$ cat src/sv/mmdu_pkg.sv
// Shared types and constants of the MIPS multiply/divide unit.
// Used by mmdu_iter and mips_multiply_divide_unit; depends on nothing.
`timescale 1ns / 1ps
`default_nettype none

package mmdu_pkg;

	localparam int WORD_W = 32;
	localparam int STEP_W = 5;

	// action codes
	localparam logic [2:0] ACT_MULT  = 3'd0;
	localparam logic [2:0] ACT_MULTU = 3'd1;
	localparam logic [2:0] ACT_DIV   = 3'd2;
	localparam logic [2:0] ACT_DIVU  = 3'd3;
	localparam logic [2:0] ACT_MTHI  = 3'd4;
	localparam logic [2:0] ACT_MTLO  = 3'd5;
	localparam logic [2:0] ACT_MFHI  = 3'd6;
	localparam logic [2:0] ACT_MFLO  = 3'd7;

	typedef struct packed {
		logic [2:0]        action;
		logic [WORD_W-1:0] operand_a;
		logic [WORD_W-1:0] operand_b;
	} mmdu_req_t;

	typedef struct packed {
		logic [WORD_W-1:0] read_value;
		logic [WORD_W-1:0] hi_after;
		logic [WORD_W-1:0] lo_after;
	} mmdu_rsp_t;

	// start request from the sequencer to the iterative unit
	typedef struct packed {
		logic start;
		logic is_div;
	} mmdu_ctrl_t;

endpackage

`default_nettype wire

$ cat src/sv/mmdu_iter.sv
// Iterative unsigned shift-add multiplier / restoring divider, one bit per cycle.
// Depends on mmdu_pkg.
`timescale 1ns / 1ps
`default_nettype none

module mmdu_iter import mmdu_pkg::*; (
	input  wire logic              clk,
	input  wire logic              arst_n,
	input  wire mmdu_ctrl_t        ctrl,
	input  wire logic [WORD_W-1:0] mag_a,
	input  wire logic [WORD_W-1:0] mag_b,
	output logic                   busy,
	output logic [WORD_W-1:0]      upper,
	output logic [WORD_W-1:0]      lower
);

	localparam logic [STEP_W-1:0] LAST_STEP = STEP_W'(WORD_W - 1);

	logic              busy_q;
	logic [STEP_W-1:0] cnt_q;
	logic              div_q;
	logic [WORD_W-1:0] den_q;
	logic [WORD_W-1:0] upper_q;
	logic [WORD_W-1:0] lower_q;

	// one shared adder/subtractor, two bits wider than a word
	logic [WORD_W+1:0] op_x;
	logic [WORD_W+1:0] op_y;
	logic [WORD_W+1:0] sum;
	logic              no_borrow;

	always_comb begin
		if (div_q) begin
			op_x = {1'b0, upper_q, lower_q[WORD_W-1]};
			op_y = {2'b00, den_q};
			sum  = op_x + ~op_y + {{(WORD_W+1){1'b0}}, 1'b1};
		end else begin
			op_x = {2'b00, upper_q};
			op_y = lower_q[0] ? {2'b00, den_q} : '0;
			sum  = op_x + op_y;
		end
		no_borrow = ~sum[WORD_W+1];
	end

	always_ff @(posedge clk or negedge arst_n) begin
		if (!arst_n) begin
			busy_q <= 1'b0;
			cnt_q  <= '0;
			div_q  <= 1'b0;
		end else if (ctrl.start) begin
			busy_q <= 1'b1;
			cnt_q  <= '0;
			div_q  <= ctrl.is_div;
		end else if (busy_q) begin
			cnt_q <= cnt_q + 1'b1;
			if (cnt_q == LAST_STEP) begin
				busy_q <= 1'b0;
			end
		end
	end

	always_ff @(posedge clk) begin
		if (ctrl.start) begin
			den_q   <= mag_b;
			upper_q <= '0;
			lower_q <= mag_a;
		end else if (busy_q) begin
			if (div_q) begin
				// keep the difference only when the trial subtract fits
				upper_q <= no_borrow ? sum[WORD_W-1:0] : op_x[WORD_W-1:0];
				lower_q <= {lower_q[WORD_W-2:0], no_borrow};
			end else begin
				upper_q <= sum[WORD_W:1];
				lower_q <= {sum[0], lower_q[WORD_W-1:1]};
			end
		end
	end

	assign busy  = busy_q;
	assign upper = upper_q;
	assign lower = lower_q;

endmodule

`default_nettype wire

$ cat src/sv/mips_multiply_divide_unit.sv
// Top level of the MIPS multiply/divide unit: handshakes, sign handling, HI/LO.
// Depends on mmdu_pkg and mmdu_iter.
//
//   channel | dir | handshake                 | payload
//   --------+-----+---------------------------+-------------------------------
//   req     | in  | req_valid / req_stall     | mmdu_req_t (action, operands)
//   rsp     | out | rsp_valid / rsp_stall     | mmdu_rsp_t (read, hi, lo)
//
// Multiply and divide results pass through 32 adder steps in mmdu_iter, then the
// RUN state that sees the pass end and the FIX state that applies signs; moves
// and reads skip the iteration and go from accept straight to FIX.
// One item is in flight at a time; req_stall is high until its result is
// loaded into the output register. A stalled rsp holds the result in the
// FIX state. Reset clears HI, LO, rsp_valid and the sequencer and iteration state.
`timescale 1ns / 1ps
`default_nettype none

module mips_multiply_divide_unit import mmdu_pkg::*; (
	input  wire logic       clk,
	input  wire logic       arst_n,
	input  wire logic       req_valid,
	output logic            req_stall,
	input  wire mmdu_req_t  req,
	output logic            rsp_valid,
	input  wire logic       rsp_stall,
	output mmdu_rsp_t       rsp
);

	localparam logic [1:0] ST_IDLE = 2'd0;
	localparam logic [1:0] ST_RUN  = 2'd1;
	localparam logic [1:0] ST_FIX  = 2'd2;

	logic [1:0]        state_q;
	logic [2:0]        act_q;
	logic [WORD_W-1:0] opa_q;
	logic              neg_n_q;     // numerator / multiplicand negative
	logic              neg_r_q;     // quotient / product negative
	logic [WORD_W-1:0] hi_q;
	logic [WORD_W-1:0] lo_q;
	logic              rsp_valid_q;
	mmdu_rsp_t         rsp_q;

	logic              accept;
	logic              is_signed;
	logic              neg_a;
	logic              neg_b;
	logic [WORD_W-1:0] mag_a;
	logic [WORD_W-1:0] mag_b;
	mmdu_ctrl_t        ctrl;
	logic              core_busy;
	logic [WORD_W-1:0] core_upper;
	logic [WORD_W-1:0] core_lower;

	logic [2*WORD_W-1:0] prod;
	logic [WORD_W-1:0]   hi_nx;
	logic [WORD_W-1:0]   lo_nx;
	logic [WORD_W-1:0]   read_nx;
	logic                load;

	assign req_stall = (state_q != ST_IDLE);
	assign accept    = req_valid && !req_stall;

	// take magnitudes of signed operands before the unsigned iteration
	always_comb begin
		is_signed = (req.action == ACT_MULT) || (req.action == ACT_DIV);
		neg_a     = is_signed && req.operand_a[WORD_W-1];
		neg_b     = is_signed && req.operand_b[WORD_W-1];
		mag_a     = neg_a ? (~req.operand_a + 1'b1) : req.operand_a;
		mag_b     = neg_b ? (~req.operand_b + 1'b1) : req.operand_b;
		ctrl.start  = accept && !req.action[2];
		ctrl.is_div = req.action[1];
	end

	mmdu_iter u_iter (
		.clk    (clk),
		.arst_n (arst_n),
		.ctrl   (ctrl),
		.mag_a  (mag_a),
		.mag_b  (mag_b),
		.busy   (core_busy),
		.upper  (core_upper),
		.lower  (core_lower)
	);

	// apply signs and form the new HI/LO; divide by zero and the overflow
	// case fall out of the unsigned pass with these sign rules
	always_comb begin
		prod    = {core_upper, core_lower};
		hi_nx   = hi_q;
		lo_nx   = lo_q;
		read_nx = '0;
		unique case (act_q)
			ACT_MULT: begin
				if (neg_r_q) begin
					prod = ~prod + 1'b1;
				end
				hi_nx = prod[2*WORD_W-1:WORD_W];
				lo_nx = prod[WORD_W-1:0];
			end
			ACT_MULTU: begin
				hi_nx = core_upper;
				lo_nx = core_lower;
			end
			ACT_DIV: begin
				hi_nx = neg_n_q ? (~core_upper + 1'b1) : core_upper;
				lo_nx = neg_r_q ? (~core_lower + 1'b1) : core_lower;
			end
			ACT_DIVU: begin
				hi_nx = core_upper;
				lo_nx = core_lower;
			end
			ACT_MTHI: hi_nx = opa_q;
			ACT_MTLO: lo_nx = opa_q;
			ACT_MFHI: read_nx = hi_q;
			ACT_MFLO: read_nx = lo_q;
			default: ;
		endcase
	end

	// load the output register once it is empty or being drained
	assign load = (state_q == ST_FIX) && (!rsp_valid_q || !rsp_stall);

	always_ff @(posedge clk or negedge arst_n) begin
		if (!arst_n) begin
			state_q     <= ST_IDLE;
			rsp_valid_q <= 1'b0;
			hi_q        <= '0;
			lo_q        <= '0;
		end else begin
			unique case (state_q)
				ST_IDLE: begin
					if (accept) begin
						state_q <= req.action[2] ? ST_FIX : ST_RUN;
					end
				end
				ST_RUN: begin
					if (!core_busy) begin
						state_q <= ST_FIX;
					end
				end
				ST_FIX: begin
					if (load) begin
						state_q <= ST_IDLE;
					end
				end
				default: state_q <= ST_IDLE;
			endcase

			if (load) begin
				rsp_valid_q <= 1'b1;
				hi_q        <= hi_nx;
				lo_q        <= lo_nx;
			end else if (!rsp_stall) begin
				rsp_valid_q <= 1'b0;
			end
		end
	end

	// hold the item's action, operand a and sign flags for the FIX state; load the output register
	always_ff @(posedge clk) begin
		if (accept) begin
			act_q   <= req.action;
			opa_q   <= req.operand_a;
			neg_n_q <= neg_a;
			neg_r_q <= neg_a ^ neg_b;
		end
		if (load) begin
			rsp_q.read_value <= read_nx;
			rsp_q.hi_after   <= hi_nx;
			rsp_q.lo_after   <= lo_nx;
		end
	end

	assign rsp_valid = rsp_valid_q;
	assign rsp       = rsp_q;

`ifndef SYNTHESIS
	a_accept_leaves_idle: assert property (@(posedge clk) disable iff (!arst_n)
		accept |=> (state_q != ST_IDLE))
		else $error("accepted item did not leave idle");

	a_run_needs_core: assert property (@(posedge clk) disable iff (!arst_n)
		$rose(core_busy) |-> $past(accept))
		else $error("iterative unit started without an accepted item");

	a_rsp_matches_regs: assert property (@(posedge clk) disable iff (!arst_n)
		rsp_valid_q |-> (rsp_q.hi_after == hi_q) && (rsp_q.lo_after == lo_q))
		else $error("pending result disagrees with HI/LO");

	a_fix_after_run: assert property (@(posedge clk) disable iff (!arst_n)
		(state_q == ST_RUN) && !core_busy |=> (state_q == ST_FIX))
		else $error("sequencer missed the end of the iteration");
`endif

endmodule

`default_nettype wire
$ cat config.mk
export PLATFORM = sky130hd
export DESIGN_NAME = mips_multiply_divide_unit
export DESIGN_NICKNAME = d
export VERILOG_FILES = /design/src/sv/mmdu_pkg.sv /design/src/sv/mmdu_iter.sv /design/src/sv/mips_multiply_divide_unit.sv
export SDC_FILE = /design/constraint.sdc
export NUM_CORES = 1
export LEC_CHECK = 0
export BUFFER_PORTS_ARGS = -buffer_cell sky130_fd_sc_hd__buf_2
export CAP_MARGIN = 10
export CORE_MARGIN = 2
export CORE_UTILIZATION = 56
export DETAILED_ROUTE_END_ITERATION = 16
export PLACE_DENSITY = 0.77
export SYNTH_ARGS = -nofsm -noshare
export SYNTH_HDL_FRONTEND = slang
export SYNTH_HIERARCHICAL = 1
export SYNTH_SLANG_ARGS = --single-unit
$ cat constraint.sdc
create_clock -name clk -period 4.4 [get_ports clk]
set_clock_uncertainty 0.05 [all_clocks]
set_input_delay 0.22 -clock clk [delete_from_list [all_inputs] [get_ports clk]]
set_output_delay 0.22 -clock clk [all_outputs]
set_load 0.05 [all_outputs]
Yosys cells after proc, flatten, opt, wreduce, memory -nomap -nowiden
Index checks and enable logic that the tools add are counted.
W data, S select, Z words.
{"block": "op_classes", "n_addsub": 9, "n_mul": 0, "n_div": 0, "magnitude_cmp": 0, "n_eq_ne": 15, "shift": 0, "n_mux": 27, "n_bitwise": 8, "n_reduce_logical": 18}
{"cell": "$mux W32", "n": 10}
{"cell": "$pmux W32 S4", "n": 2}
{"cell": "$add A32 B1 Y32 const B", "n": 4}
{"cell": "$not A32 Y32", "n": 4}
{"cell": "$add A64 B1 Y64 const B", "n": 1}
{"cell": "$mux W64", "n": 1}
{"cell": "$not A64 Y64", "n": 1}
{"cell": "$pmux W32 S2", "n": 1}
{"cell": "$add A32 B34 Y34", "n": 1}
{"cell": "$add A33 B34 Y34", "n": 1}
{"cell": "$add A34 B1 Y34 const B", "n": 1}
{"cell": "$mux W34", "n": 1}
{"cell": "$not A32 Y34", "n": 1}
{"cell": "$eq A3 B3 Y1 const B", "n": 4}
{"cell": "$mux W5", "n": 2}
{"cell": "$eq A3 B2 Y1 const B", "n": 3}
{"cell": "$mux W2", "n": 4}
{"cell": "$logic_not A3 Y1", "n": 2}
{"cell": "$ne A2 B2 Y1 const B", "n": 3}
{"cell": "$pmux W2 S3", "n": 1}
{"cell": "$add A5 B1 Y5 const B", "n": 1}
{"cell": "$eq A5 B5 Y1 const B", "n": 1}
{"cell": "$logic_and A1 B1 Y1", "n": 5}
{"cell": "$mux W1", "n": 5}
{"cell": "other kinds (12)", "n": 17}
{"block": "totals", "reg_bits": 303, "latchBits": 0, "ram_bits": 0, "rom_bits": 0, "inputBits": 71, "output_inout_bits": 98, "memories": 0}

Longest topological paths before layout
{"block": "logic_depth", "ltp_word": 8, "mapped_depth": 14, "ltp_nobuf": 13}

Cells and area by module
Netlist, hierarchy kept.
{"module": "mips_multiply_divide_unit", "n_inst": 1, "cells_each": 1322, "area_per_inst_um2": 12345.6, "seq_area_each_um2": 5670.4}
{"module": "mmdu_iter", "n_inst": 1, "cells_each": 979, "area_per_inst_um2": 8388.0, "seq_area_each_um2": 2737.6}

Least setup slack after synthesis
OpenSTA, ideal clock, no wires.
{"block": "synth_timing", "kind": "register to register", "start": "register rsp_valid_q (netlist: rsp_valid)", "end": "register rsp_q (netlist bit rsp[0]), enable pin", "arrival_time_ns": 4.064, "required_ns": 3.852, "slack_ns": -0.212, "stages_incl_launch_ff": 6, "n_path_buf": 2, "cell_sequence": "dfrtp_1 nand2_1 nand2b_1 clkinv_1 clkbuf_1 clkbuf_1"}
{"block": "synth_via", "elab_chain_cells": 3}
{"item": "start, declared", "line_no": "mips_multiply_divide_unit.sv:40", "source": "logic rsp_valid_q;"}
{"item": "start signal, assigned", "line_no": "mips_multiply_divide_unit.sv:126", "source": "rsp_valid_q <= 1'b0;"}
{"item": "start signal, assigned", "line_no": "mips_multiply_divide_unit.sv:150", "source": "rsp_valid_q <= 1'b1;"}
{"item": "start signal, assigned", "line_no": "mips_multiply_divide_unit.sv:154", "source": "rsp_valid_q <= 1'b0;"}
{"item": "$logic_not A1 Y1", "line_no": "mips_multiply_divide_unit.sv:121", "source": "assign load = (state_q == ST_FIX) && (!rsp_valid_q || !rsp_stall);"}
{"item": "$logic_or A1 B1 Y1", "line_no": "mips_multiply_divide_unit.sv:121"}
{"item": "$logic_and A1 B1 Y1", "line_no": "mips_multiply_divide_unit.sv:121"}
{"item": "net load", "line_no": "mips_multiply_divide_unit.sv:58", "source": "logic load;"}
{"item": "end, declared", "line_no": "mips_multiply_divide_unit.sv:41", "source": "mmdu_rsp_t rsp_q;"}
The timed path passes the listed nets, and every way through them passes these cells.
A chain may end at the register's enable or synchronous reset.

Final worst setup path
{"block": "layout_timing", "start": "register u_iter.lower_q[0] (netlist: u_iter/lower[0])", "end": "register u_iter.upper_q[23] (netlist: u_iter/upper[23])"}
{"block": "layout_via", "elab_chain_cells": 5}
{"item": "start, declared", "line_no": "mmdu_iter.sv:24", "source": "logic [WORD_W-1:0] lower_q;"}
{"item": "start signal, assigned", "line_no": "mmdu_iter.sv:66", "source": "lower_q <= mag_a;"}
{"item": "start signal, assigned", "line_no": "mmdu_iter.sv:71", "source": "lower_q <= {lower_q[WORD_W-2:0], no_borrow};"}
{"item": "start signal, assigned", "line_no": "mmdu_iter.sv:74", "source": "lower_q <= {sum[0], lower_q[WORD_W-1:1]};"}
{"item": "$mux W32 (*)", "line_no": "mmdu_iter.sv:39", "source": "op_y = lower_q[0] ? {2'b00, den_q} : '0;"}
{"item": "$add A32 B34 Y34 (*)", "line_no": "mmdu_iter.sv:40", "source": "sum = op_x + op_y;"}
{"item": "$mux W34 (*)", "line_no": "mmdu_iter.sv:33", "source": "if (div_q) begin"}
{"item": "$mux W32", "line_no": "mmdu_iter.sv:70", "source": "upper_q <= no_borrow ? sum[WORD_W-1:0] : op_x[WORD_W-1:0];"}
{"item": "$mux W32 (*)", "line_no": "mmdu_iter.sv:68", "source": "if (div_q) begin"}
{"item": "end signal, assigned", "line_no": "mmdu_iter.sv:70"}
{"item": "end signal, assigned", "line_no": "mmdu_iter.sv:73", "source": "upper_q <= sum[WORD_W:1];"}
{"item": "end, declared", "line_no": "mmdu_iter.sv:23", "source": "logic [WORD_W-1:0] upper_q;"}
Mark *: on every way between the ends. The rest lies on a longest branch, timed or not.

==> metrics.yaml <==
nNetsFinal: 2635
dr.first_iter.drc_count: 2532
cellLeakagePower_nw: 9.440
syn_area_sq_mm: 0.02073
die_h_microns: 196.4
synth_flop_cell: "edfxtp_1"
antenna_cells: 0
ctsHtreeMaxLevel: 2
vias: 19776
cts_buffer_depth: 3
ant_nets: 0
dp.final_hpwl_microns: 53650
synth_cell_type_count: 103
maxSlewViolCount: 0
path_clk_slew_ps: 60
initial_core_util_pct: 56.77
p_sw_mw: 8.416
area_growth_pct: 15.07
status: "complete, no violations"
grt_pass1_wl_microns: 111400
slew_headroom_pct: 27.01
syn-num-nets: 2444
rows: 70
crit_fanout: 20
tns_ps: 0
layout_min_cycle_time_ps: 3971
final.period_utilization_pct: 90.25
layout_common_cells: "nand2_1 (246), nor2_1 (202), edfxtp_1 (197)"
layout_commonest_cell: "nand2_1"
antenna_found_initial: 1
power_frac_seq_pct: 32.8
detail_route.wl_per_cell_microns: 24.55
cts_buffers: 35
drv_cap: 0
ios: 169
p_int_mw: 9.118
ir_drop_v: 0.0004062
cts_root_buf: "clkbuf_16"
crit_arrival_ps: 4360
setup_viol: 0
track_usage_pct: 37.71
swShare_pct: 48.00
path_class: "reg -> reg"
insertion_delay_ps: 590
multi_input_area_sq_mm: 0.01149
port-buffer-count: 168
core_sq_mm: 0.03652
clkPwrFrac_pct: 16.2
ys_seq_area_share_pct: 40.55
grt_remaining_overflow: 0
place_congestion: 0.9861
combPwrFrac_pct: 50.9
required_ps: 4790
fp.dieArea_sq_mm: 0.03858
worstHoldPathType: "in -> reg"
wirelength_microns: 73330
end_kind: "flop"
power_density_mw_per_mm2: 734.9
route.detailed.drc: 0
cts_tree: "done"
cp-start-kind: "flop"
fin_util_pct: 65.32
ys_ff_latch: 303
worstMarginPinSlew_ps: 1095
syn_inst: 2301
syn-mean-instance-area_sq_um: 9.011
clock_sinks: 303
drtPass1Iterations: 6
grt_pass1_vias: 18341
via_per_inst: 6.621
synth_edf_count: 197
dieWidth_microns: 196.4
cts_resized: 0
regArea_sq_mm: 0.008411
rsz0062_at_grt: "false"
final_hold_viol_count: 0
ys_warn_count: 6
layout-drive-gt1-share_pct: 13.66
grt_max_degree: 119
max_freq_mhz: 251.8
async_flop_share_pct: 24.42
fill_cells: 2976
layer usage:
| layer | vias to the layer above | GRT usage (%) | share of wire (%) | wire length, microns |
|---|---|---|---|---|
| li1 | 8971 | - | - | - |
| met1 | 9427 | 54.72 | 43 | 31320 |
| met2 | 1198 | 54.65 | 42 | 30860 |
| met3 | 178 | 9.001 | 11 | 8313 |
| met4 | 2 | 14.28 | 3.8 | 2822 |
| met5 | - | 0 | 0.023 | 17 |
synthesized netlist by cell type (all sizes together) (37+ instances only):
master | count | share of area (%)
inv | 73 | 1.3
o21ai | 172 | 4.2
nor4 | 39 | 1.4
nor3 | 61 | 1.5
edfxtp | 197 | 29
a31oi | 37 | 1.1
mux2i | 54 | 2.6
dfrtp | 74 | 8.9
nand2 | 246 | 4.5
xnor2 | 89 | 3.8
and2 | 38 | 1.1
nand3 | 48 | 1.2
nor2 | 204 | 3.7
a21oi | 162 | 3.9
clkbuf | 120 | 2.3
ha | 70 | 4.2
xor2 | 68 | 2.9
worst paths after layout:
| path | startpoint | end | slack (ps) | cells after the start |
|---|---|---|---|---|
| setup reg to reg | u_iter/lower[0] | u_iter/upper[23] | 430 | 12 |
| hold reg to reg | lo_q[0] | lo_q[0] | 460 | 2 |
| max in group asynchronous | arst_n | u_iter/div_q | 3190 | 2 |
| hold / removal | req[1] | u_iter/den_q[1] | 100 | 3 |
| min in group asynchronous | arst_n | lo_q[12] | 300 | 2 |
| setup / recovery | u_iter/lower[0] | u_iter/upper[23] | 430 | 12 |
cell families after synthesis:
logic type,count (synthesis),share of synthesized area [%]
AOI/OAI and AO/OA,708,22.58
xor gates and xnor gates,157,6.632
adders and majority gates,72,4.417
buffers and inverters,216,4.122
DFF,303,40.55
muxes,72,3.657
and+or+nand+nor,773,18.04
registers in the layout (all words and copies together) (netlist names):
| register | flops |
|---|---|
| u_iter/cnt_q | 5 |
| u_iter/busy | 1 |
| opa_q | 32 |
| state_q | 2 |
| lo_q | 32 |
| act_q | 3 |
| u_iter/upper | 32 |
| u_iter/lower | 32 |
| rsp_valid | 1 |
| hi_q | 32 |
| u_iter/div_q | 1 |
| neg_r_q | 1 |
| rsp | 96 |
| u_iter/den_q | 32 |
| neg_n_q | 1 |
worst max-delay path, stage by stage (launching register included):
cell and delay [ps]:
edfxtp_1 700, and2_1 280, ha_1 220, fa_1 430, a211oi_1 350, nor4_1 100
buf_4 160, o211ai_1 210, o2111ai_1 370, a21o_1 290, a21oi_1 160, xor2_1 80
a2111oi_0 410
through the flow:
step,total power [mW],setup slack (ps),instance area (sq um),hold WS [ps],instances
6_report,17.53,428.8,23860,102.6,2987
5_1_grt,18.47,159.4,23860,117.2,2987
4_1_cts,17.24,516.1,23860,80.31,2987
3_5_place_dp,14.34,543.4,22070,383.1,2854
3_3_place_gp,14.18,661.1,22070,381.9,2854
2_1_floorplan,11.48,705.4,20730,-125.6,2301
area by class of cell:
type	count	area share [%]
Clock buffer	42	3.781
Clock inverter	22	0.8181
Inverter	75	1.190
Multi-Input combinational cell	1782	48.14
Sequential cell	303	35.25
Tap cell	468	2.454
Timing Repair Buffer	295	8.360
timing repair:
action | CTS | global route
hold endpoints to repair | 145 | 0
buffers inserted | 0 | 0
hold buffers | 69 | 0
power groups by stage:
stage | logic, mW | registers, mW | clock network [mW]
after floorplan | 6.11 | 5.37 | 0
after global placement | 8.48 | 5.70 | 0
after detailed placement | 8.61 | 5.73 | 0
after CTS | 8.70 | 5.68 | 2.86
after global routing | 9.66 | 5.83 | 2.98
final | 8.93 | 5.76 | 2.84
Note: power is estimated with default switching activity, not from simulation.
